## config.mk

```make
export PLATFORM = sky130hd
export DESIGN_NAME = cell_selection_to_utf8_text_flat
export DESIGN_NICKNAME = d
export VERILOG_FILES = /design/src/hw/rtl/csutf_pkg.sv /design/src/hw/rtl/csutf_in_if.sv /design/src/hw/rtl/csutf_out_if.sv /design/src/hw/rtl/csutf_cfg_if.sv /design/src/hw/rtl/csutf_front.sv /design/src/hw/rtl/csutf_queue.sv /design/src/hw/rtl/csutf_back.sv /design/src/hw/rtl/cell_selection_to_utf8_text.sv /design/src/flat_wrapper.sv
export SDC_FILE = /design/constraint.sdc
export NUM_CORES = 1
export LEC_CHECK = 0
export ABC_AREA = 1
export BUFFER_PORTS_ARGS = -buffer_cell sky130_fd_sc_hd__buf_2
export CAP_MARGIN = 40
export CORE_MARGIN = 5
export CORE_UTILIZATION = 45
export DETAILED_ROUTE_END_ITERATION = 12
export PLACE_DENSITY = 0.7
export SLEW_MARGIN = 20
export SYNTH_ARGS = -nofsm -noshare
export SYNTH_HDL_FRONTEND = slang
export SYNTH_SLANG_ARGS = --single-unit
```

## constraint.sdc

```tcl
create_clock -name clk -period 8.9 [get_ports clk]
set_clock_uncertainty 0.2 [all_clocks]
set_input_delay 2.67 -clock clk [delete_from_list [all_inputs] [get_ports clk]]
set_output_delay 2.67 -clock clk [all_outputs]
set_load 0.005 [all_outputs]
```

## src/hw/rtl/csutf_pkg.sv

```systemverilog
`timescale 1ns / 1ps
// Shared types and constants for the cell selection to UTF-8 text block.
// No dependencies; every other file of the block refers to this package.
package csutf_pkg;

  localparam int MAX_COLS     = 1024;
  localparam int MAX_ROW_SPAN = 1000000;

  localparam int ROW_W      = 32;
  localparam int COL_W      = 10;
  localparam int RW_W       = 11;
  localparam int CP_W       = 21;
  localparam int BYTE_W     = 8;
  localparam int BCNT_W     = 3;
  localparam int CFG_IDX_W  = 3;
  localparam int CFG_DATA_W = 32;

  // Entries in the queue between classifier and encoder
  localparam int QDEPTH = 4;
  localparam int QPTR_W = $clog2(QDEPTH);
  localparam int QCNT_W = $clog2(QDEPTH + 1);

  // Cycles that derived selection values need after a register write
  localparam int SETTLE_W      = 2;
  localparam int SETTLE_CYCLES = 2;

  localparam logic [RW_W-1:0]  ROW_WIDTH_RESET = RW_W'(80);
  localparam logic [COL_W-1:0] BLANK_MAX       = COL_W'((1 << COL_W) - 1);
  localparam logic [CP_W-1:0]  CP_SPACE        = CP_W'(32);
  localparam logic [CP_W-1:0]  CP_MAX          = CP_W'(32'h10FFFF);
  localparam logic [CP_W-1:0]  CP_REPLACEMENT  = CP_W'(32'hFFFD);

  typedef enum logic [CFG_IDX_W-1:0] {
    CFG_ROW_WIDTH  = 3'd0,
    CFG_ANCHOR_ROW = 3'd1,
    CFG_ANCHOR_COL = 3'd2,
    CFG_FOCUS_ROW  = 3'd3,
    CFG_FOCUS_COL  = 3'd4
  } cfg_idx_t;

  // Classified work handed from the front end to the encoder
  typedef struct packed {
    logic [COL_W-1:0] space_run;
    logic [CP_W-1:0]  code_point;
    logic             has_char;
    logic             line_break;
    logic             sel_done;
    logic             span_error;
  } cmd_t;

endpackage

```

## src/hw/rtl/csutf_in_if.sv

```systemverilog
`timescale 1ns / 1ps
// Input cell channel: valid/ready handshake with one terminal cell as payload.
// Depends on csutf_pkg for field widths.
interface csutf_in_if;
  logic                           valid;
  logic                           ready;
  logic [csutf_pkg::ROW_W-1:0]    line_index;
  logic [csutf_pkg::COL_W-1:0]    column;
  logic [csutf_pkg::CP_W-1:0]     code_point;
  logic                           wide_tail;
  logic                           row_present;

  modport source (output valid, line_index, column, code_point, wide_tail, row_present,
                  input ready);
  modport sink   (input valid, line_index, column, code_point, wide_tail, row_present,
                  output ready);
endinterface

```

## src/hw/rtl/csutf_out_if.sv

```systemverilog
`timescale 1ns / 1ps
// Result channel: valid/ready handshake with space run, UTF-8 bytes and flags.
// Depends on csutf_pkg for field widths.
interface csutf_out_if;
  logic                            valid;
  logic                            ready;
  logic [csutf_pkg::COL_W-1:0]     space_run;
  logic [csutf_pkg::BCNT_W-1:0]    byte_count;
  logic [csutf_pkg::BYTE_W-1:0]    byte_first;
  logic [csutf_pkg::BYTE_W-1:0]    byte_second;
  logic [csutf_pkg::BYTE_W-1:0]    byte_third;
  logic [csutf_pkg::BYTE_W-1:0]    byte_fourth;
  logic                            line_break;
  logic                            selection_done;
  logic                            span_error;

  modport source (output valid, space_run, byte_count, byte_first, byte_second, byte_third,
                         byte_fourth, line_break, selection_done, span_error,
                  input ready);
  modport sink   (input valid, space_run, byte_count, byte_first, byte_second, byte_third,
                        byte_fourth, line_break, selection_done, span_error,
                  output ready);
endinterface

```

## src/hw/rtl/csutf_cfg_if.sv

```systemverilog
`timescale 1ns / 1ps
// Configuration write channel: valid/ready handshake with register index and data.
// Depends on csutf_pkg for field widths.
interface csutf_cfg_if;
  logic                               valid;
  logic                               ready;
  logic [csutf_pkg::CFG_IDX_W-1:0]    index;
  logic [csutf_pkg::CFG_DATA_W-1:0]   data;

  modport source (output valid, index, data, input ready);
  modport sink   (input valid, index, data, output ready);
endinterface

```

## src/hw/rtl/csutf_front.sv

```systemverilog
`timescale 1ns / 1ps
// Front end: configuration registers, ordered selection bounds and per-cell
// classification with the blank counter. Depends on csutf_pkg and the channel interfaces.
module csutf_front (
  input  logic                  clk,
  input  logic                  rst_n,
  csutf_in_if.sink              in_ch,
  csutf_cfg_if.sink             cfg_ch,
  input  logic                  q_full,
  output logic                  push,
  output csutf_pkg::cmd_t       push_cmd
);

  logic [csutf_pkg::RW_W-1:0]     row_width_r;
  logic [csutf_pkg::ROW_W-1:0]    anchor_row_r, focus_row_r;
  logic [csutf_pkg::COL_W-1:0]    anchor_col_r, focus_col_r;

  // Derived bounds, registered and refreshed after a write
  logic [csutf_pkg::ROW_W-1:0]    r0_r, r1_r;
  logic [csutf_pkg::COL_W-1:0]    c0_r, c1_r;
  logic [csutf_pkg::COL_W-1:0]    rw_m1_r;
  logic [csutf_pkg::COL_W-1:0]    cend_last_r;
  logic                           span_err_r;
  logic [csutf_pkg::SETTLE_W-1:0] settle_r;

  logic [csutf_pkg::COL_W-1:0]    pend_r, pend_nxt;

  logic                           cfg_fire, in_fire;
  logic                           anchor_first;
  logic [csutf_pkg::COL_W-1:0]    rw_m1_nxt;
  logic                           in_sel, last, first;
  logic [csutf_pkg::COL_W-1:0]    cend, cstart;
  logic                           past_end, is_end, live, blank, printable, emit;

  assign cfg_ch.ready = 1'b1;
  assign cfg_fire     = cfg_ch.valid & cfg_ch.ready;
  assign in_ch.ready  = (settle_r == '0) & ~q_full;
  assign in_fire      = in_ch.valid & in_ch.ready;

  // Configuration registers
  always_ff @(posedge clk) begin
    if (!rst_n) begin
      row_width_r  <= csutf_pkg::ROW_WIDTH_RESET;
      anchor_row_r <= '0;
      anchor_col_r <= '0;
      focus_row_r  <= '0;
      focus_col_r  <= '0;
    end else if (cfg_fire) begin
      unique case (csutf_pkg::cfg_idx_t'(cfg_ch.index))
        csutf_pkg::CFG_ROW_WIDTH:  row_width_r  <= cfg_ch.data[csutf_pkg::RW_W-1:0];
        csutf_pkg::CFG_ANCHOR_ROW: anchor_row_r <= cfg_ch.data[csutf_pkg::ROW_W-1:0];
        csutf_pkg::CFG_ANCHOR_COL: anchor_col_r <= cfg_ch.data[csutf_pkg::COL_W-1:0];
        csutf_pkg::CFG_FOCUS_ROW:  focus_row_r  <= cfg_ch.data[csutf_pkg::ROW_W-1:0];
        csutf_pkg::CFG_FOCUS_COL:  focus_col_r  <= cfg_ch.data[csutf_pkg::COL_W-1:0];
        default: ;
      endcase
    end
  end

  // Hold the input off while derived bounds settle
  always_ff @(posedge clk) begin
    if (!rst_n) begin
      settle_r <= csutf_pkg::SETTLE_W'(csutf_pkg::SETTLE_CYCLES);
    end else if (cfg_fire) begin
      settle_r <= csutf_pkg::SETTLE_W'(csutf_pkg::SETTLE_CYCLES);
    end else if (settle_r != '0) begin
      settle_r <= settle_r - 1'b1;
    end
  end

  assign anchor_first = (anchor_row_r < focus_row_r) ||
                        ((anchor_row_r == focus_row_r) && (anchor_col_r <= focus_col_r));

  always_comb begin
    if (row_width_r == '0) begin
      rw_m1_nxt = '0;
    end else if (row_width_r > csutf_pkg::RW_W'(csutf_pkg::MAX_COLS)) begin
      rw_m1_nxt = csutf_pkg::COL_W'(csutf_pkg::MAX_COLS - 1);
    end else begin
      rw_m1_nxt = csutf_pkg::COL_W'(row_width_r - 1'b1);
    end
  end

  // Stage one orders the endpoints, stage two the span check and last-row end
  always_ff @(posedge clk) begin
    r0_r        <= anchor_first ? anchor_row_r : focus_row_r;
    c0_r        <= anchor_first ? anchor_col_r : focus_col_r;
    r1_r        <= anchor_first ? focus_row_r  : anchor_row_r;
    c1_r        <= anchor_first ? focus_col_r  : anchor_col_r;
    rw_m1_r     <= rw_m1_nxt;
    span_err_r  <= (r1_r - r0_r) >= csutf_pkg::ROW_W'(csutf_pkg::MAX_ROW_SPAN);
    cend_last_r <= (c1_r < rw_m1_r) ? c1_r : rw_m1_r;
  end

  // Classify the offered cell
  always_comb begin
    in_sel    = (in_ch.line_index >= r0_r) && (in_ch.line_index <= r1_r);
    last      = (in_ch.line_index == r1_r);
    first     = (in_ch.line_index == r0_r);
    cend      = last  ? cend_last_r : rw_m1_r;
    cstart    = first ? c0_r : '0;
    past_end  = in_ch.column > cend;
    is_end    = in_ch.column == cend;
    live      = in_sel && in_ch.row_present && !past_end &&
                (in_ch.column >= cstart) && !in_ch.wide_tail;
    blank     = live && ((in_ch.code_point == '0) || (in_ch.code_point == csutf_pkg::CP_SPACE));
    printable = live && !blank;
    emit      = span_err_r ||
                (in_sel && (!in_ch.row_present || (!past_end && (printable || is_end))));

    pend_nxt = pend_r;
    if (!span_err_r && in_sel) begin
      if (!in_ch.row_present) begin
        pend_nxt = '0;
      end else if (!past_end) begin
        if (printable || is_end) begin
          pend_nxt = '0;
        end else if (blank && (pend_r != csutf_pkg::BLANK_MAX)) begin
          pend_nxt = pend_r + 1'b1;
        end
      end
    end

    push_cmd = '0;
    if (span_err_r) begin
      push_cmd.span_error = 1'b1;
    end else if (!in_ch.row_present) begin
      push_cmd.line_break = !last;
      push_cmd.sel_done   = last;
    end else begin
      push_cmd.space_run  = printable ? pend_r : '0;
      push_cmd.code_point = in_ch.code_point;
      push_cmd.has_char   = printable;
      push_cmd.line_break = is_end && !last;
      push_cmd.sel_done   = is_end && last;
    end
  end

  assign push = in_fire && emit;

  always_ff @(posedge clk) begin
    if (!rst_n) begin
      pend_r <= '0;
    end else if (in_fire) begin
      pend_r <= pend_nxt;
    end
  end

`ifndef SYNTHESIS
  a_settle_after_cfg: assert property (@(posedge clk) disable iff (!rst_n)
    cfg_fire |=> !in_fire)
    else $error("cell accepted while selection bounds settle");

  a_push_on_accept: assert property (@(posedge clk) disable iff (!rst_n)
    push |-> in_fire && !q_full)
    else $error("queue written without an accepted cell");

  a_error_clean: assert property (@(posedge clk) disable iff (!rst_n)
    (push && push_cmd.span_error) |->
      (push_cmd.space_run == '0) && !push_cmd.has_char &&
      !push_cmd.line_break && !push_cmd.sel_done)
    else $error("span error item carries other fields");

  a_error_keeps_blanks: assert property (@(posedge clk) disable iff (!rst_n)
    (in_fire && span_err_r) |=> $stable(pend_r))
    else $error("blank counter moved under span error");
`endif

endmodule

```

## src/hw/rtl/csutf_queue.sv

```systemverilog
`timescale 1ns / 1ps
// Short queue of classified work between the front end and the encoder.
// Depends on csutf_pkg for the entry type and depth.
module csutf_queue (
  input  logic              clk,
  input  logic              rst_n,
  input  logic              push,
  input  csutf_pkg::cmd_t   push_cmd,
  input  logic              pop,
  output csutf_pkg::cmd_t   head,
  output logic              full,
  output logic              empty
);

  csutf_pkg::cmd_t                  slot_r [csutf_pkg::QDEPTH];
  logic [csutf_pkg::QPTR_W-1:0]     wr_ptr_r, rd_ptr_r;
  logic [csutf_pkg::QCNT_W-1:0]     count_r;

  assign full  = count_r == csutf_pkg::QCNT_W'(csutf_pkg::QDEPTH);
  assign empty = count_r == '0;
  assign head  = slot_r[rd_ptr_r];

  always_ff @(posedge clk) begin
    if (push) begin
      slot_r[wr_ptr_r] <= push_cmd;
    end
  end

  always_ff @(posedge clk) begin
    if (!rst_n) begin
      wr_ptr_r <= '0;
      rd_ptr_r <= '0;
      count_r  <= '0;
    end else begin
      if (push) begin
        wr_ptr_r <= wr_ptr_r + 1'b1;
      end
      if (pop) begin
        rd_ptr_r <= rd_ptr_r + 1'b1;
      end
      case ({push, pop})
        2'b10:   count_r <= count_r + 1'b1;
        2'b01:   count_r <= count_r - 1'b1;
        default: count_r <= count_r;
      endcase
    end
  end

endmodule

```

## src/hw/rtl/csutf_back.sv

```systemverilog
`timescale 1ns / 1ps
// Back end: UTF-8 encode of the queue head into the registered result stage.
// Depends on csutf_pkg and csutf_out_if.
module csutf_back (
  input  logic              clk,
  input  logic              rst_n,
  input  csutf_pkg::cmd_t   head,
  input  logic              empty,
  output logic              pop,
  csutf_out_if.source       out_ch
);

  logic                            valid_r;
  logic [csutf_pkg::COL_W-1:0]     space_run_r;
  logic [csutf_pkg::BCNT_W-1:0]    byte_count_r;
  logic [csutf_pkg::BYTE_W-1:0]    b0_r, b1_r, b2_r, b3_r;
  logic                            line_break_r, sel_done_r, span_error_r;

  logic [csutf_pkg::CP_W-1:0]      cpv;
  logic [csutf_pkg::BCNT_W-1:0]    cnt_nxt;
  logic [csutf_pkg::BYTE_W-1:0]    b0_nxt, b1_nxt, b2_nxt, b3_nxt;

  always_comb begin
    cpv     = (head.code_point > csutf_pkg::CP_MAX) ? csutf_pkg::CP_REPLACEMENT
                                                    : head.code_point;
    cnt_nxt = '0;
    b0_nxt  = '0;
    b1_nxt  = '0;
    b2_nxt  = '0;
    b3_nxt  = '0;
    if (head.has_char) begin
      if (cpv < csutf_pkg::CP_W'(32'h80)) begin
        cnt_nxt = csutf_pkg::BCNT_W'(1);
        b0_nxt  = {1'b0, cpv[6:0]};
      end else if (cpv < csutf_pkg::CP_W'(32'h800)) begin
        cnt_nxt = csutf_pkg::BCNT_W'(2);
        b0_nxt  = {3'b110, cpv[10:6]};
        b1_nxt  = {2'b10, cpv[5:0]};
      end else if (cpv < csutf_pkg::CP_W'(32'h10000)) begin
        cnt_nxt = csutf_pkg::BCNT_W'(3);
        b0_nxt  = {4'b1110, cpv[15:12]};
        b1_nxt  = {2'b10, cpv[11:6]};
        b2_nxt  = {2'b10, cpv[5:0]};
      end else begin
        cnt_nxt = csutf_pkg::BCNT_W'(4);
        b0_nxt  = {5'b11110, cpv[20:18]};
        b1_nxt  = {2'b10, cpv[17:12]};
        b2_nxt  = {2'b10, cpv[11:6]};
        b3_nxt  = {2'b10, cpv[5:0]};
      end
    end
  end

  // Refill the result stage whenever it is empty or being taken
  assign pop = !empty && (!valid_r || out_ch.ready);

  always_ff @(posedge clk) begin
    if (!rst_n) begin
      valid_r <= 1'b0;
    end else if (pop) begin
      valid_r <= 1'b1;
    end else if (out_ch.ready) begin
      valid_r <= 1'b0;
    end
  end

  always_ff @(posedge clk) begin
    if (pop) begin
      space_run_r  <= head.space_run;
      byte_count_r <= cnt_nxt;
      b0_r         <= b0_nxt;
      b1_r         <= b1_nxt;
      b2_r         <= b2_nxt;
      b3_r         <= b3_nxt;
      line_break_r <= head.line_break;
      sel_done_r   <= head.sel_done;
      span_error_r <= head.span_error;
    end
  end

  assign out_ch.valid          = valid_r;
  assign out_ch.space_run      = space_run_r;
  assign out_ch.byte_count     = byte_count_r;
  assign out_ch.byte_first     = b0_r;
  assign out_ch.byte_second    = b1_r;
  assign out_ch.byte_third     = b2_r;
  assign out_ch.byte_fourth    = b3_r;
  assign out_ch.line_break     = line_break_r;
  assign out_ch.selection_done = sel_done_r;
  assign out_ch.span_error     = span_error_r;

endmodule

```

## src/hw/rtl/cell_selection_to_utf8_text.sv

```systemverilog
`timescale 1ns / 1ps
// Cell selection to UTF-8 text: top level joining front end, queue and encoder.
// Depends on csutf_pkg, the channel interfaces, csutf_front, csutf_queue, csutf_back.
//
// Usage:
//   in_ch  takes terminal cells in row order, one item per handshake (valid & ready).
//   out_ch gives at most one item per cell: a run of spaces, up to four UTF-8
//          bytes and the newline / done / span error flags.
//   cfg_ch writes row width and the two selection endpoints; it is always ready.
// Path: a cell is classified into the queue, encoded into the output register, then
//   shown on out_ch.
// Throughput: one cell per cycle while the queue has room and no write settles, set by
//   the combinational classifier and the blank counter it updates for every cell.
// After reset, and after every configuration write, in_ch holds ready low while the
//   ordered endpoints and the span check are recomputed.
// When the receiver stalls, the output register holds its item and the four-entry
//   queue absorbs further results; the stall reaches in_ch only once the queue is full.
//   Cells that give no result pass without touching the queue.
module cell_selection_to_utf8_text (
  input  logic          clk,
  input  logic          rst_n,
  csutf_in_if.sink      in_ch,
  csutf_out_if.source   out_ch,
  csutf_cfg_if.sink     cfg_ch
);

  csutf_pkg::cmd_t push_cmd, head;
  logic            push, pop, q_full, q_empty;

  // Classify cells and keep the blank run
  csutf_front u_front (
    .clk      (clk),
    .rst_n    (rst_n),
    .in_ch    (in_ch),
    .cfg_ch   (cfg_ch),
    .q_full   (q_full),
    .push     (push),
    .push_cmd (push_cmd)
  );

  // Decouple classification from output stalls
  csutf_queue u_queue (
    .clk      (clk),
    .rst_n    (rst_n),
    .push     (push),
    .push_cmd (push_cmd),
    .pop      (pop),
    .head     (head),
    .full     (q_full),
    .empty    (q_empty)
  );

  // Encode and register the result item
  csutf_back u_back (
    .clk      (clk),
    .rst_n    (rst_n),
    .head     (head),
    .empty    (q_empty),
    .pop      (pop),
    .out_ch   (out_ch)
  );

endmodule

```

## src/flat_wrapper.sv

```systemverilog
// flat-port wrapper written by rule: the top's interface ports become plain ports
module cell_selection_to_utf8_text_flat 
  (clk, rst_n, in_ch_valid, in_ch_line_index, in_ch_column, in_ch_code_point, in_ch_wide_tail, in_ch_row_present, in_ch_ready, out_ch_valid, out_ch_space_run, out_ch_byte_count, out_ch_byte_first, out_ch_byte_second, out_ch_byte_third, out_ch_byte_fourth, out_ch_line_break, out_ch_selection_done, out_ch_span_error, out_ch_ready, cfg_ch_valid, cfg_ch_index, cfg_ch_data, cfg_ch_ready);
  csutf_in_if in_ch_i ();
  csutf_out_if out_ch_i ();
  csutf_cfg_if cfg_ch_i ();
  input  logic clk;
  input  logic rst_n;
  input wire logic [$bits(in_ch_i.valid)-1:0] in_ch_valid;
  input wire logic [$bits(in_ch_i.line_index)-1:0] in_ch_line_index;
  input wire logic [$bits(in_ch_i.column)-1:0] in_ch_column;
  input wire logic [$bits(in_ch_i.code_point)-1:0] in_ch_code_point;
  input wire logic [$bits(in_ch_i.wide_tail)-1:0] in_ch_wide_tail;
  input wire logic [$bits(in_ch_i.row_present)-1:0] in_ch_row_present;
  output wire logic [$bits(in_ch_i.ready)-1:0] in_ch_ready;
  output wire logic [$bits(out_ch_i.valid)-1:0] out_ch_valid;
  output wire logic [$bits(out_ch_i.space_run)-1:0] out_ch_space_run;
  output wire logic [$bits(out_ch_i.byte_count)-1:0] out_ch_byte_count;
  output wire logic [$bits(out_ch_i.byte_first)-1:0] out_ch_byte_first;
  output wire logic [$bits(out_ch_i.byte_second)-1:0] out_ch_byte_second;
  output wire logic [$bits(out_ch_i.byte_third)-1:0] out_ch_byte_third;
  output wire logic [$bits(out_ch_i.byte_fourth)-1:0] out_ch_byte_fourth;
  output wire logic [$bits(out_ch_i.line_break)-1:0] out_ch_line_break;
  output wire logic [$bits(out_ch_i.selection_done)-1:0] out_ch_selection_done;
  output wire logic [$bits(out_ch_i.span_error)-1:0] out_ch_span_error;
  input wire logic [$bits(out_ch_i.ready)-1:0] out_ch_ready;
  input wire logic [$bits(cfg_ch_i.valid)-1:0] cfg_ch_valid;
  input wire logic [$bits(cfg_ch_i.index)-1:0] cfg_ch_index;
  input wire logic [$bits(cfg_ch_i.data)-1:0] cfg_ch_data;
  output wire logic [$bits(cfg_ch_i.ready)-1:0] cfg_ch_ready;
  assign in_ch_i.valid = in_ch_valid;
  assign in_ch_i.line_index = in_ch_line_index;
  assign in_ch_i.column = in_ch_column;
  assign in_ch_i.code_point = in_ch_code_point;
  assign in_ch_i.wide_tail = in_ch_wide_tail;
  assign in_ch_i.row_present = in_ch_row_present;
  assign in_ch_ready = in_ch_i.ready;
  assign out_ch_valid = out_ch_i.valid;
  assign out_ch_space_run = out_ch_i.space_run;
  assign out_ch_byte_count = out_ch_i.byte_count;
  assign out_ch_byte_first = out_ch_i.byte_first;
  assign out_ch_byte_second = out_ch_i.byte_second;
  assign out_ch_byte_third = out_ch_i.byte_third;
  assign out_ch_byte_fourth = out_ch_i.byte_fourth;
  assign out_ch_line_break = out_ch_i.line_break;
  assign out_ch_selection_done = out_ch_i.selection_done;
  assign out_ch_span_error = out_ch_i.span_error;
  assign out_ch_i.ready = out_ch_ready;
  assign cfg_ch_i.valid = cfg_ch_valid;
  assign cfg_ch_i.index = cfg_ch_index;
  assign cfg_ch_i.data = cfg_ch_data;
  assign cfg_ch_ready = cfg_ch_i.ready;
  cell_selection_to_utf8_text u_core (.clk(clk), .rst_n(rst_n), .in_ch(in_ch_i), .out_ch(out_ch_i), .cfg_ch(cfg_ch_i));
endmodule
```

Word-level counts from Yosys, hierarchy flattened
Memory sizes are Yosys's and may differ from the RTL's. A register that Yosys moved wholly into a read port is not among the register bits.
Cells that the tools add are included.
- equal/unequal tests: 15
- shifts and indexed selects: 0
- muxes and demuxes: 35
- $lt $le $gt $ge: 13
- reduce and logical (&&, ||, !) cells: 48
- div/mod/pow operators: 0
- bitwise logic cells: 5
- $mul: 0
- add/subtract/negate cells: 8
- operators with widths (operator ; number):
    2-to-1 mux 10 bit ; 11
    == test 32 bit ; 3
    2-to-1 mux 32 bit ; 3
    2-to-1 mux 34 bit ; 1
    greater-or-equal comparator 32 x 20 -> 1 bit (second input constant) ; 1
    greater-or-equal comparator 32 bit ; 1
    <= comparator 32 bit ; 1
    < comparator 32 bit ; 1
    subtractor 32 bit ; 1
    2-to-1 mux 6 bit ; 4
    == test 21 x 6 -> 1 bit (second input constant) ; 1
    greater-than comparator 21 bit (second input constant) ; 1
    logical NOT 21 bit ; 1
    < comparator 21 x 12 -> 1 bit (second input constant) ; 1
    < comparator 21 x 17 -> 1 bit (second input constant) ; 1
    < comparator 21 x 8 -> 1 bit (second input constant) ; 1
    2-to-1 mux 21 bit ; 1
    logical AND 1 bit ; 16
    greater-than comparator 11 bit (second input constant) ; 1
    logical NOT 11 bit ; 1
    adder 10 x 1 -> 10 bit (second input constant) ; 1
    == test 10 bit ; 1
    greater-or-equal comparator 10 bit ; 1
    greater-than comparator 10 bit ; 1
    other kinds (34) ; 68
- bits in writable memories: 140
- logic and storage cells: 157
- ROM bits: 0
- memories kept: 1
- output and inout bits: 51
- flip-flop bits (word level): 268
- input port bits: 105
- latch bits: 0
- memories (memory ; words ; width ; rd ports ; clocked after memory_dff ; wr ports ; RTL line ; source):
    u_core.u_queue.slot_r ; 4 ; 35 ; 1 ; 1 ; 1 ; csutf_queue.sv:15 ; csutf_pkg::cmd_t slot_r [csutf_pkg::QDEPTH];

Depth between registers and ports, before layout
Gate-level depths: netlist of run 1.
- depth after elaboration: 18
- depth in mapped cells: 31
- depth with buffers taken out: 31

Cells and area by module
A second synthesis of run 1 with hierarchy kept.
- cells, all modules: 2539
- area, all modules: 21110.2 sq um
- by module, submodules not included (module ; area an instance (sq um) ; cells each ; sequential area each (sq um) ; times used):
    csutf_front ; 13309.0 ; 1926 ; 4244.1 ; 1
    csutf_queue ; 5617.9 ; 395 ; 4384.2 ; 1
    csutf_back ; 2183.3 ; 218 ; 1311.3 ; 1

Worst setup path after synthesis of run 1
Ideal clock, no wire load.
- kind: input-to-reg
- from: input port in_ch_line_index[15]
- to: memory u_core.u_queue.slot_r[0][0] (netlist bit) (enable)
- library setup time: 427 ps
- setup slack: 1285 ps
- data arrival time: 6988 ps
- required time: 8273 ps
- buffers on the path: 1
- stages on the path: 22
- cells stage by stage: ha_1 -> nand4_1 -> nor4_2 -> nand2_1 -> clkbuf_1 -> nand2_1 -> o21ai_0 -> ha_1 -> nand2_1 -> nor2_1 -> nand3_1 -> nor2_1 -> inv_1 -> nand2_1 -> nand2_1 -> nor2_1 -> nand4_1 -> nand2_1 -> nand2_1 -> nand2_1 -> nand2_1 -> nor2_1
- cells in the longest elaborated chain, start to end: 18
- elaborated cells between the ends (all ways): 26
- those cells by class: 4 x order compare; 3 x eq/ne; 4 x mux; 15 x reduce/logical
- RTL lines (what ; RTL line ; source):
    from (decl) ; flat_wrapper.sv:10 ; input wire logic [$bits(in_ch_i.line_index)-1:0] in_ch_line_index;
    == test 32 bit ; csutf_front.sv:98 ; last = (in_ch.line_index == r1_r);
    2-to-1 mux 10 bit ; csutf_front.sv:100 ; cend = last ? cend_last_r : rw_m1_r;
    greater-than comparator 10 bit ; csutf_front.sv:102 ; past_end = in_ch.column > cend;
    logical NOT 1 bit ; n/a ;
    logical AND 1 bit (2 in a row) ; csutf_front.sv:104 ; live = in_sel && in_ch.row_present && !past_end &&
    logical AND 1 bit ; csutf_front.sv:105 ; (in_ch.column >= cstart) && !in_ch.wide_tail;
    logical AND 1 bit ; csutf_front.sv:106 ; blank = live && ((in_ch.code_point == '0) || (in_ch.code_point == csutf_pkg::CP_SPACE));
    logical NOT 1 bit ; csutf_front.sv:107 ; printable = live && !blank;
    logical AND 1 bit ; csutf_front.sv:107 ;
    logical OR 1 bit ; csutf_front.sv:109 ; (in_sel && (!in_ch.row_present || (!past_end && (printable || is_end))));
    logical AND 1 bit ; csutf_front.sv:109 ;
    logical OR 1 bit ; csutf_front.sv:109 ;
    logical AND 1 bit * ; csutf_front.sv:109 ;
    logical OR 1 bit * ; csutf_front.sv:108 ; emit = span_err_r ||
    logical AND 1 bit * ; csutf_front.sv:139 ; assign push = in_fire && emit;
    2-to-1 mux 1 bit * ; csutf_queue.sv:24 ; if (push) begin
    2-to-1 mux 1 bit (implied by the code) * ; csutf_queue.sv:25 ; slot_r[wr_ptr_r] <= push_cmd;
    to (decl) ; csutf_queue.sv:15 ;
Mark *: on every way between the ends. The rest lies on a longest branch, timed or not.

Worst setup path in the final report of run 1
- from: input port in_ch_line_index[7]
- to: register u_core.u_queue.count_r[2] (netlist bit)
- cells in the longest elaborated chain, start to end: 18
- elaborated cells between the ends (all ways): 28
- those cells by class: 4 x order compare; 5 x eq/ne; 3 x mux; 16 x reduce/logical
- RTL lines (what ; RTL line ; source):
    == test 32 bit ; csutf_front.sv:98 ;
    2-to-1 mux 10 bit ; csutf_front.sv:100 ;
    greater-than comparator 10 bit ; csutf_front.sv:102 ;
    logical NOT 1 bit ; n/a ;
    logical AND 1 bit (2 in a row) ; csutf_front.sv:104 ;
    logical AND 1 bit ; csutf_front.sv:105 ;
    logical AND 1 bit ; csutf_front.sv:106 ;
    logical NOT 1 bit ; csutf_front.sv:107 ;
    logical AND 1 bit ; csutf_front.sv:107 ;
    logical OR 1 bit ; csutf_front.sv:109 ;
    logical AND 1 bit ; csutf_front.sv:109 ;
    logical OR 1 bit ; csutf_front.sv:109 ;
    logical AND 1 bit * ; csutf_front.sv:109 ;
    logical OR 1 bit * ; csutf_front.sv:108 ;
    logical AND 1 bit * ; csutf_front.sv:139 ;
    == test 2 x 1 -> 1 bit or == test 2 bit (tied branches) ; csutf_queue.sv:41 ; case ({push, pop})
    one-hot mux 3 bit (2 select lines) or nonzero test 2 bit (tied branches) ; n/a ;
    to (signal assigned) ; csutf_queue.sv:42 ; 2'b10: count_r <= count_r + 1'b1;
    to (signal assigned) ; csutf_queue.sv:43 ; 2'b01: count_r <= count_r - 1'b1;
    to (signal assigned) ; csutf_queue.sv:44 ; default: count_r <= count_r;
    to (decl) ; csutf_queue.sv:17 ; logic [csutf_pkg::QCNT_W-1:0] count_r;
Marked as above.
A chain may end at the register's enable or synchronous reset.

==> results of run 1 <==
-- kinds of logic (layout without fill, tap and decap cells) --
kind of cell | Yosys count | count (layout) | share of synthesized area (%)
AOI/OAI and AO/OA | 577 | 577 | 14.68
other | 2 | 4 | 0.03603
and+or+nand+nor | 906 | 906 | 18.35
adders and majority gates | 176 | 176 | 10.64
DFF | 405 | 405 | 47.68
buffers and inverters | 407 | 568 | 7.767
muxes | 1 | 1 | 0.05402
xor gates and xnor gates | 19 | 19 | 0.7983
-- metrics by stage --
step / area [µm²] / setup WS (ns) / power (mW) / hold slack, ns
6_report: 23550 / 1.563 / 6.762 / 0.2683
5_1_grt: 23550 / 0.9935 / 7.261 / 0.2984
4_1_cts: 23550 / 1.597 / 6.781 / 0.2707
3_5_place_dp: 22220 / 0.9927 / 5.074 / 0.2573
3_3_place_gp: 22150 / 1.142 / 5.011 / 0.2319
2_1_floorplan: 20850 / 1.285 / 4.349 / 0.2217
-- synth_stat cells, types with 5 or more instances --
library cell | number | area share [%]
nor2_4 | 5 | 0.27
nand3_1 | 72 | 1.7
o22ai_1 | 20 | 0.60
clkbuf_1 | 52 | 0.94
a21oi_1 | 233 | 5.6
a31oi_1 | 6 | 0.18
buf_2 | 18 | 0.43
xor2_1 | 14 | 0.59
dfxtp_1 | 222 | 21
a211oi_1 | 5 | 0.18
ha_1 | 174 | 10
o21a_1 | 6 | 0.22
nor3_1 | 17 | 0.41
edfxtp_1 | 183 | 26
o211ai_1 | 8 | 0.29
o21ai_0 | 261 | 6.3
nor2_1 | 381 | 6.9
buf_4 | 9 | 0.32
nand3b_1 | 6 | 0.22
xnor2_1 | 5 | 0.21
o21ai_1 | 15 | 0.36
nand2_2 | 9 | 0.27
inv_1 | 314 | 5.7
nand4_1 | 36 | 1.1
nand2_1 | 356 | 6.4
-- per-layer routing --
| metal | global-route usage, % | vias to the layer above |
|---|---|---|
| li1 | - | 8598 |
| met4 | 6.833 | 4 |
| met2 | 34.58 | 475 |
| met5 | 0 | - |
| met1 | 26.96 | 7806 |
| met3 | 3.296 | 100 |
-- final timing paths --
path	end	slack (ns)
worst min register to register	u_core.u_front.settle_r[0]	0.27
worst max-delay path	u_core.u_queue.count_r[2]	1.56
worst min-delay path	u_core.u_front.settle_r[0]	0.27
worst max register to register	u_core.u_queue.count_r[2]	3.36
-- state kept, by name, summed over array words and instances, names as in the netlist, 7 cells and up, named ones only --
| signal | count |
|---|---|
| u_core.u_front.cend_last_r | 10 |
| u_core.u_front.c0_r | 10 |
| u_core.u_front.r0_r | 32 |
| u_core.u_front.pend_r | 10 |
| u_core.u_front.c1_r | 10 |
| u_core.u_front.anchor_row_r | 32 |
| u_core.u_front.focus_row_r | 32 |
| u_core.u_front.row_width_r | 11 |
| u_core.u_front.r1_r | 32 |
| u_core.u_queue.slot_r | 140 |
| u_core.u_back.out_ch.space_run | 10 |
| u_core.u_front.anchor_col_r | 10 |
| u_core.u_front.focus_col_r | 10 |
| u_core.u_front.rw_m1_r | 10 |
| u_core.u_back.out_ch.byte_third | 7 |
| u_core.u_back.out_ch.byte_first | 8 |
-- worst register-to-register path, delay by kind of cell, from the launching register on --
family	cells	cell delay [ns]
AO/OA/AOI/OAI	5	0.60
adder cells (fa/ha/maj)	4	1.21
buffers and inverters	2	0.14
flip-flops	1	0.36
AND/OR/NAND/NOR	18	2.93
-- where the power goes --
| group | switching [mW] | total (mW) | internal [mW] |
|---|---|---|---|
| sequential | 0.120 | 2.40 | 2.28 |
| combinational | 1.78 | 2.67 | 0.891 |
| clock | 0.738 | 1.69 | 0.957 |
-- cell type report --
type	count	area (µm²)
fillers	4246	22030
flip-flops and latches	405	9941
multi-input cells	1683	9356
inverters	322	1214
clock buffers	57	1201
repair buffers	171	953.4
well taps	600	750.7
clock inverters	18	128.9
==> impl_metrics.py, run 1 <==
metrics = {
    "cts": {
        "cts_max_path_buffers": 3,
        "root_buffer": "clkbuf_16",
        "cts-buffers-inserted": 43,
        "clock-sinks": 405,
        "cts_hold_buf": 0,
        "cts_htree_levels": 2,
        "cts_tree": "done",
        "cts_resized": 0,
        "clk_pin_slew_worst_paths_ns": 0.06,
        "clkLatencyLatePin_ns": 0.57,
        "post-cts-setup-buffers": 0,
    },
    "die": {
        "start_util_pct": 45.74,
        "io_pins": 156,
        "core_area_mm2": 0.04558,
        "rows": 78,
        "dieArea_mm2": 0.05073,
        "die_h_um": 225.2,
        "die_x_um": 225.2,
    },
    "global_route": {
        "grt_max_degree": 82,
        "antenna_found_initial": 4,
        "first_global_vias": 16520,
        "grt_usage_pct": 20.47,
        "overflow": 0,
        "grt_pass1_wl_mm": 84.30,
    },
    "synthesis": {
        "syn_area_mm2": 0.02084,
        "yosysSeqAreaShare_pct": 47.68,
        "ys_seq_elements": 405,
        "synth_ff_type": "dfxtp_1",
        "yosysWarnings": 0,
        "synth-edff-count": 183,
        "yosysUniqueCellTypes": 59,
        "synth.avg_cell_area_um2": 8.361,
        "postSynthCellCount": 2493,
        "async_reset_ff_share_pct": 0,
    },
    "sta": {
        "max_freq_mhz": 136.3,
        "hold_viol_final": 0,
        "fin_crit_ns": 7.337,
        "max_slew.worst_pin.slew_ns": 0.7860,
        "slew_headroom_pct": 47.60,
        "slew_viol_final": 0,
        "rsz0062_at_grt": "no",
        "final.period_utilization_pct": 82.44,
        "finalSetupViolCount": 0,
        "tns_ns": 0,
    },
    "critical_path": {
        "critPathKind": "in2reg",
        "cp_common_cell": "nand2_1",
        "max_stage_delay_ns": 0.50,
        "reg2reg_from": "u_core.u_front.r1_r[7]",
        "crit_path_end_kind": "register",
        "startpoint": "in_ch_line_index[7]",
        "cp_max_fo": 18,
        "slowest_stage": "nand2_1",
        "crit_cells": 29,
        "crit_arrival_ns": 7.59,
        "start_kind": "primary input",
        "critical-path-top-delay-family": "simple AND/OR/NAND/NOR gates",
        "cp.required_ns": 9.15,
        "r2r_cells": 29,
        "path_buf_inv": 2,
    },
    "route": {
        "vias_per_cell": 5.216,
        "drt_iter0_markers": 1324,
        "wl_met2_mm": 24.68,
        "first_pass_iters": 5,
        "met1_length_mm": 23.46,
        "topRoutingLayerUsed": "met5",
        "wl_met3_mm": 2.953,
        "drc": 0,
        "vias": 16980,
        "wirelength_mm": 52.73,
        "routedWlPerCell_um": 16.20,
        "ant_nets": 0,
    },
    "finish": {
        "fin_cells": 3256,
        "nets": 2907,
        "drive_gt1_share_pct": 10.88,
        "final_common_cell": "nor2_1",
        "final_cell_mix": "nor2_1 (377), nand2_1 (355), inv_1 (314)",
        "diodes": 0,
        "area_growth_pct": 12.95,
        "utilization_pct": 51.66,
    },
    "placement": {
        "port_buffers": 151,
        "gp_congestion": 0.9226,
        "post-place-cells": 3181,
        "dp_hpwl_mm": 39.81,
    },
    "min_path": {
        "hold_path_class": "reg2reg",
        "min_from": "u_core.u_front.settle_r[0]",
        "whs_path_depth": 1,
    },
    "power": {
        "peakVddDrop_mv": 0.1643,
        "p_leak_nw": 10.28,
        "power_density_mw_per_mm2": 287.2,
    },
    "run": {
        "maxCapViolations": 0,
    },
    "run_status": {
        "status": "finished, final reports clean",
    },
}
Note: power is estimated with default switching activity, not from simulation.
==> inputs of run 2 (changes only) <==
--- a/config.mk
+++ b/config.mk
@@ -11,7 +11,7 @@
 export CORE_MARGIN = 5
 export CORE_UTILIZATION = 45
 export DETAILED_ROUTE_END_ITERATION = 12
-export PLACE_DENSITY = 0.7
+export PLACE_DENSITY = 0.72
 export SLEW_MARGIN = 20
 export SYNTH_ARGS = -nofsm -noshare
 export SYNTH_HDL_FRONTEND = slang
==> constraint.sdc (replaced) <==
create_clock -name clk -period 6.6 [get_ports clk]
set_clock_uncertainty 0.2 [all_clocks]
set_input_delay 1.98 -clock clk [delete_from_list [all_inputs] [get_ports clk]]
set_output_delay 1.98 -clock clk [all_outputs]
set_load 0.005 [all_outputs]
==> run 2 against run 1 <==
Compared with the run above: final cell count increased by 0.31%; sequential power increased by 36%; critical path depth increased by 1; sequential cell count unchanged; cell area increased by 0.64%; die area unchanged; first-iteration DRC count decreased by 13%; power increased by 36%; global-route usage decreased by 0.18 points; setup slack got worse by 0.83 ns; routed wire length about the same; worst hold slack got worse by 0.020 ns.
==> impl_metrics.py, run 2 (synthesis gave the netlist of run 1 again) <==
metrics = {
    "route": {
        "drt_iter0_markers": 1154,
        "routedWlPerCell_um": 16.15,
        "first_pass_iters": 5,
        "ant_nets": 0,
        "vias": 17080,
        "drc": 0,
        "wirelength_mm": 52.75,
        "vias_per_cell": 5.228,
    },
    "power": {
        "internal_power_mw": 5.661,
        "pwr-share-seq_pct": 35.5,
        "peakVddDrop_mv": 0.2607,
        "pwr-share-clk_pct": 25.9,
        "power_density_mw_per_mm2": 388.3,
        "p_sw_share_pct": 38.47,
        "p_leak_nw": 10.32,
        "power.combinational.fraction_pct": 38.6,
        "p_sw_mw": 3.540,
    },
    "cts": {
        "cts_max_path_buffers": 3,
        "clock-sinks": 405,
        "post-cts-setup-buffers": 0,
        "cts_htree_levels": 2,
        "cts_resized": 0,
        "cts_hold_buf": 0,
        "cts_tree": "done",
        "root_buffer": "clkbuf_16",
        "clkLatencyLatePin_ns": 0.57,
        "clk_pin_slew_worst_paths_ns": 0.06,
        "cts-buffers-inserted": 44,
    },
    "die": {
        "rows": 78,
        "core_area_mm2": 0.04558,
        "dieArea_mm2": 0.05073,
        "die_h_um": 225.2,
        "die_x_um": 225.2,
        "io_pins": 156,
        "start_util_pct": 45.74,
    },
    "placement": {
        "gp_congestion": 0.9698,
        "dp_hpwl_mm": 39.26,
        "port_buffers": 151,
        "dpl_cell_area_mm2": 0.02228,
    },
    "sta": {
        "final.period_utilization_pct": 88.86,
        "rsz0062_at_grt": "no",
        "slew_headroom_pct": 43.33,
        "hold_viol_final": 0,
        "slew_viol_final": 0,
        "max_freq_mhz": 170.5,
        "max_slew.worst_pin.slew_ns": 0.8489,
        "finalSetupViolCount": 0,
        "fin_crit_ns": 5.865,
    },
    "critical_path": {
        "crit_path_end_kind": "register",
        "cp_max_fo": 18,
        "critPathKind": "in2reg",
        "cp_common_cell": "nand2_1",
        "slowest_stage": "nor4_1",
        "r2r_slack_ns": 1.84,
        "crit_arrival_ns": 6.11,
        "start_kind": "primary input",
        "max_stage_delay_ns": 0.42,
        "cp.required_ns": 6.85,
    },
    "global_route": {
        "grt_pass1_wl_mm": 83.46,
        "first_global_vias": 16350,
        "grt_usage_pct": 20.29,
        "antenna_found_initial": 2,
        "overflow": 0,
        "grt_max_degree": 77,
    },
    "finish": {
        "utilization_pct": 51.99,
        "regMostFlops": "u_core.u_queue.slot_r",
        "area_growth_pct": 13.67,
        "n_fill_cell": 4194,
        "largest_reg_flops": 140,
        "drive_gt1_share_pct": 10.96,
        "nets": 2910,
        "final_cell_mix": "nor2_1 (377), nand2_1 (355), inv_1 (314)",
        "final_common_cell": "nor2_1",
        "fin_area_mm2": 0.02370,
    },
    "min_path": {
        "hold_path_class": "reg2reg",
    },
    "run_status": {
        "status": "finished, final reports clean",
    },
    "run": {
        "maxCapViolations": 0,
    },
}
## run 2: routing by layer
layer / up-vias / share of wire, % / GRT usage [%]
met5: - / 0.025 / 0
met4: 2 / 3.9 / 8.200
met3: 118 / 6.5 / 3.100
met2: 525 / 47 / 33.83
met1: 7815 / 43 / 26.61
li1: 8615 / - / -
## run 2: critical path, delay by kind of cell
family,cells,cell delay (ns)
and+or+nand+nor,17,1.96
adders and majority gates,4,1.13
buffers and inverters,4,0.48
AOI/OAI and AO/OA,5,0.57
## run 2: path summary, 6_finish.rpt
check / start / cells past startpoint / endpoint
worst max-delay path: in_ch_line_index[23] / 30 / u_core.u_queue.count_r[2]
worst max register to register: u_core.u_front.r1_r[7] / 30 / u_core.u_queue.count_r[2]
worst min register to register: u_core.u_front.settle_r[0] / 1 / u_core.u_front.settle_r[0]
worst min-delay path: u_core.u_front.settle_r[0] / 1 / u_core.u_front.settle_r[0]
## run 2: layout make-up
| cell class | instances | area (µm²) | share of cell area, % |
|---|---|---|---|
| tap | 600 | 750.7 | 3.168 |
| antenna | 1 | 2.502 | 0.01056 |
| sequential | 405 | 9941 | 41.95 |
| timing repair buffer | 173 | 1018 | 4.298 |
| clock inverter | 18 | 143.9 | 0.6072 |
| clock buffer | 64 | 1269 | 5.354 |
| multi-input combinational | 1683 | 9356 | 39.49 |
| inverter | 322 | 1214 | 5.122 |
## run 2: power by group through the flow
| stage | clock network, mW | registers, mW | logic (mW) |
|---|---|---|---|
| after floorplan | 0 | 3.27 | 2.59 |
| after global placement | 0 | 3.32 | 3.42 |
| after detailed placement | 0 | 3.32 | 3.50 |
| after CTS | 2.43 | 3.27 | 3.53 |
| after global routing | 2.53 | 3.30 | 4.05 |
| final | 2.38 | 3.27 | 3.55 |
## run 2: per-stage QoR
step           TNS [ns]  setup slack [ns]  std cells  total power [mW]  hold WS [ns]
3_3_place_gp          0            0.2713       3180             6.731        0.2330
6_report              0            0.7350       3266             9.202        0.2483
2_1_floorplan    -45.46           -0.3247       2495             5.864        0.2217
3_5_place_dp          0            0.1461       3183             6.816        0.2457
4_1_cts               0            0.7290       3265             9.228        0.2532
5_1_grt               0            0.1642       3265             9.877        0.2907
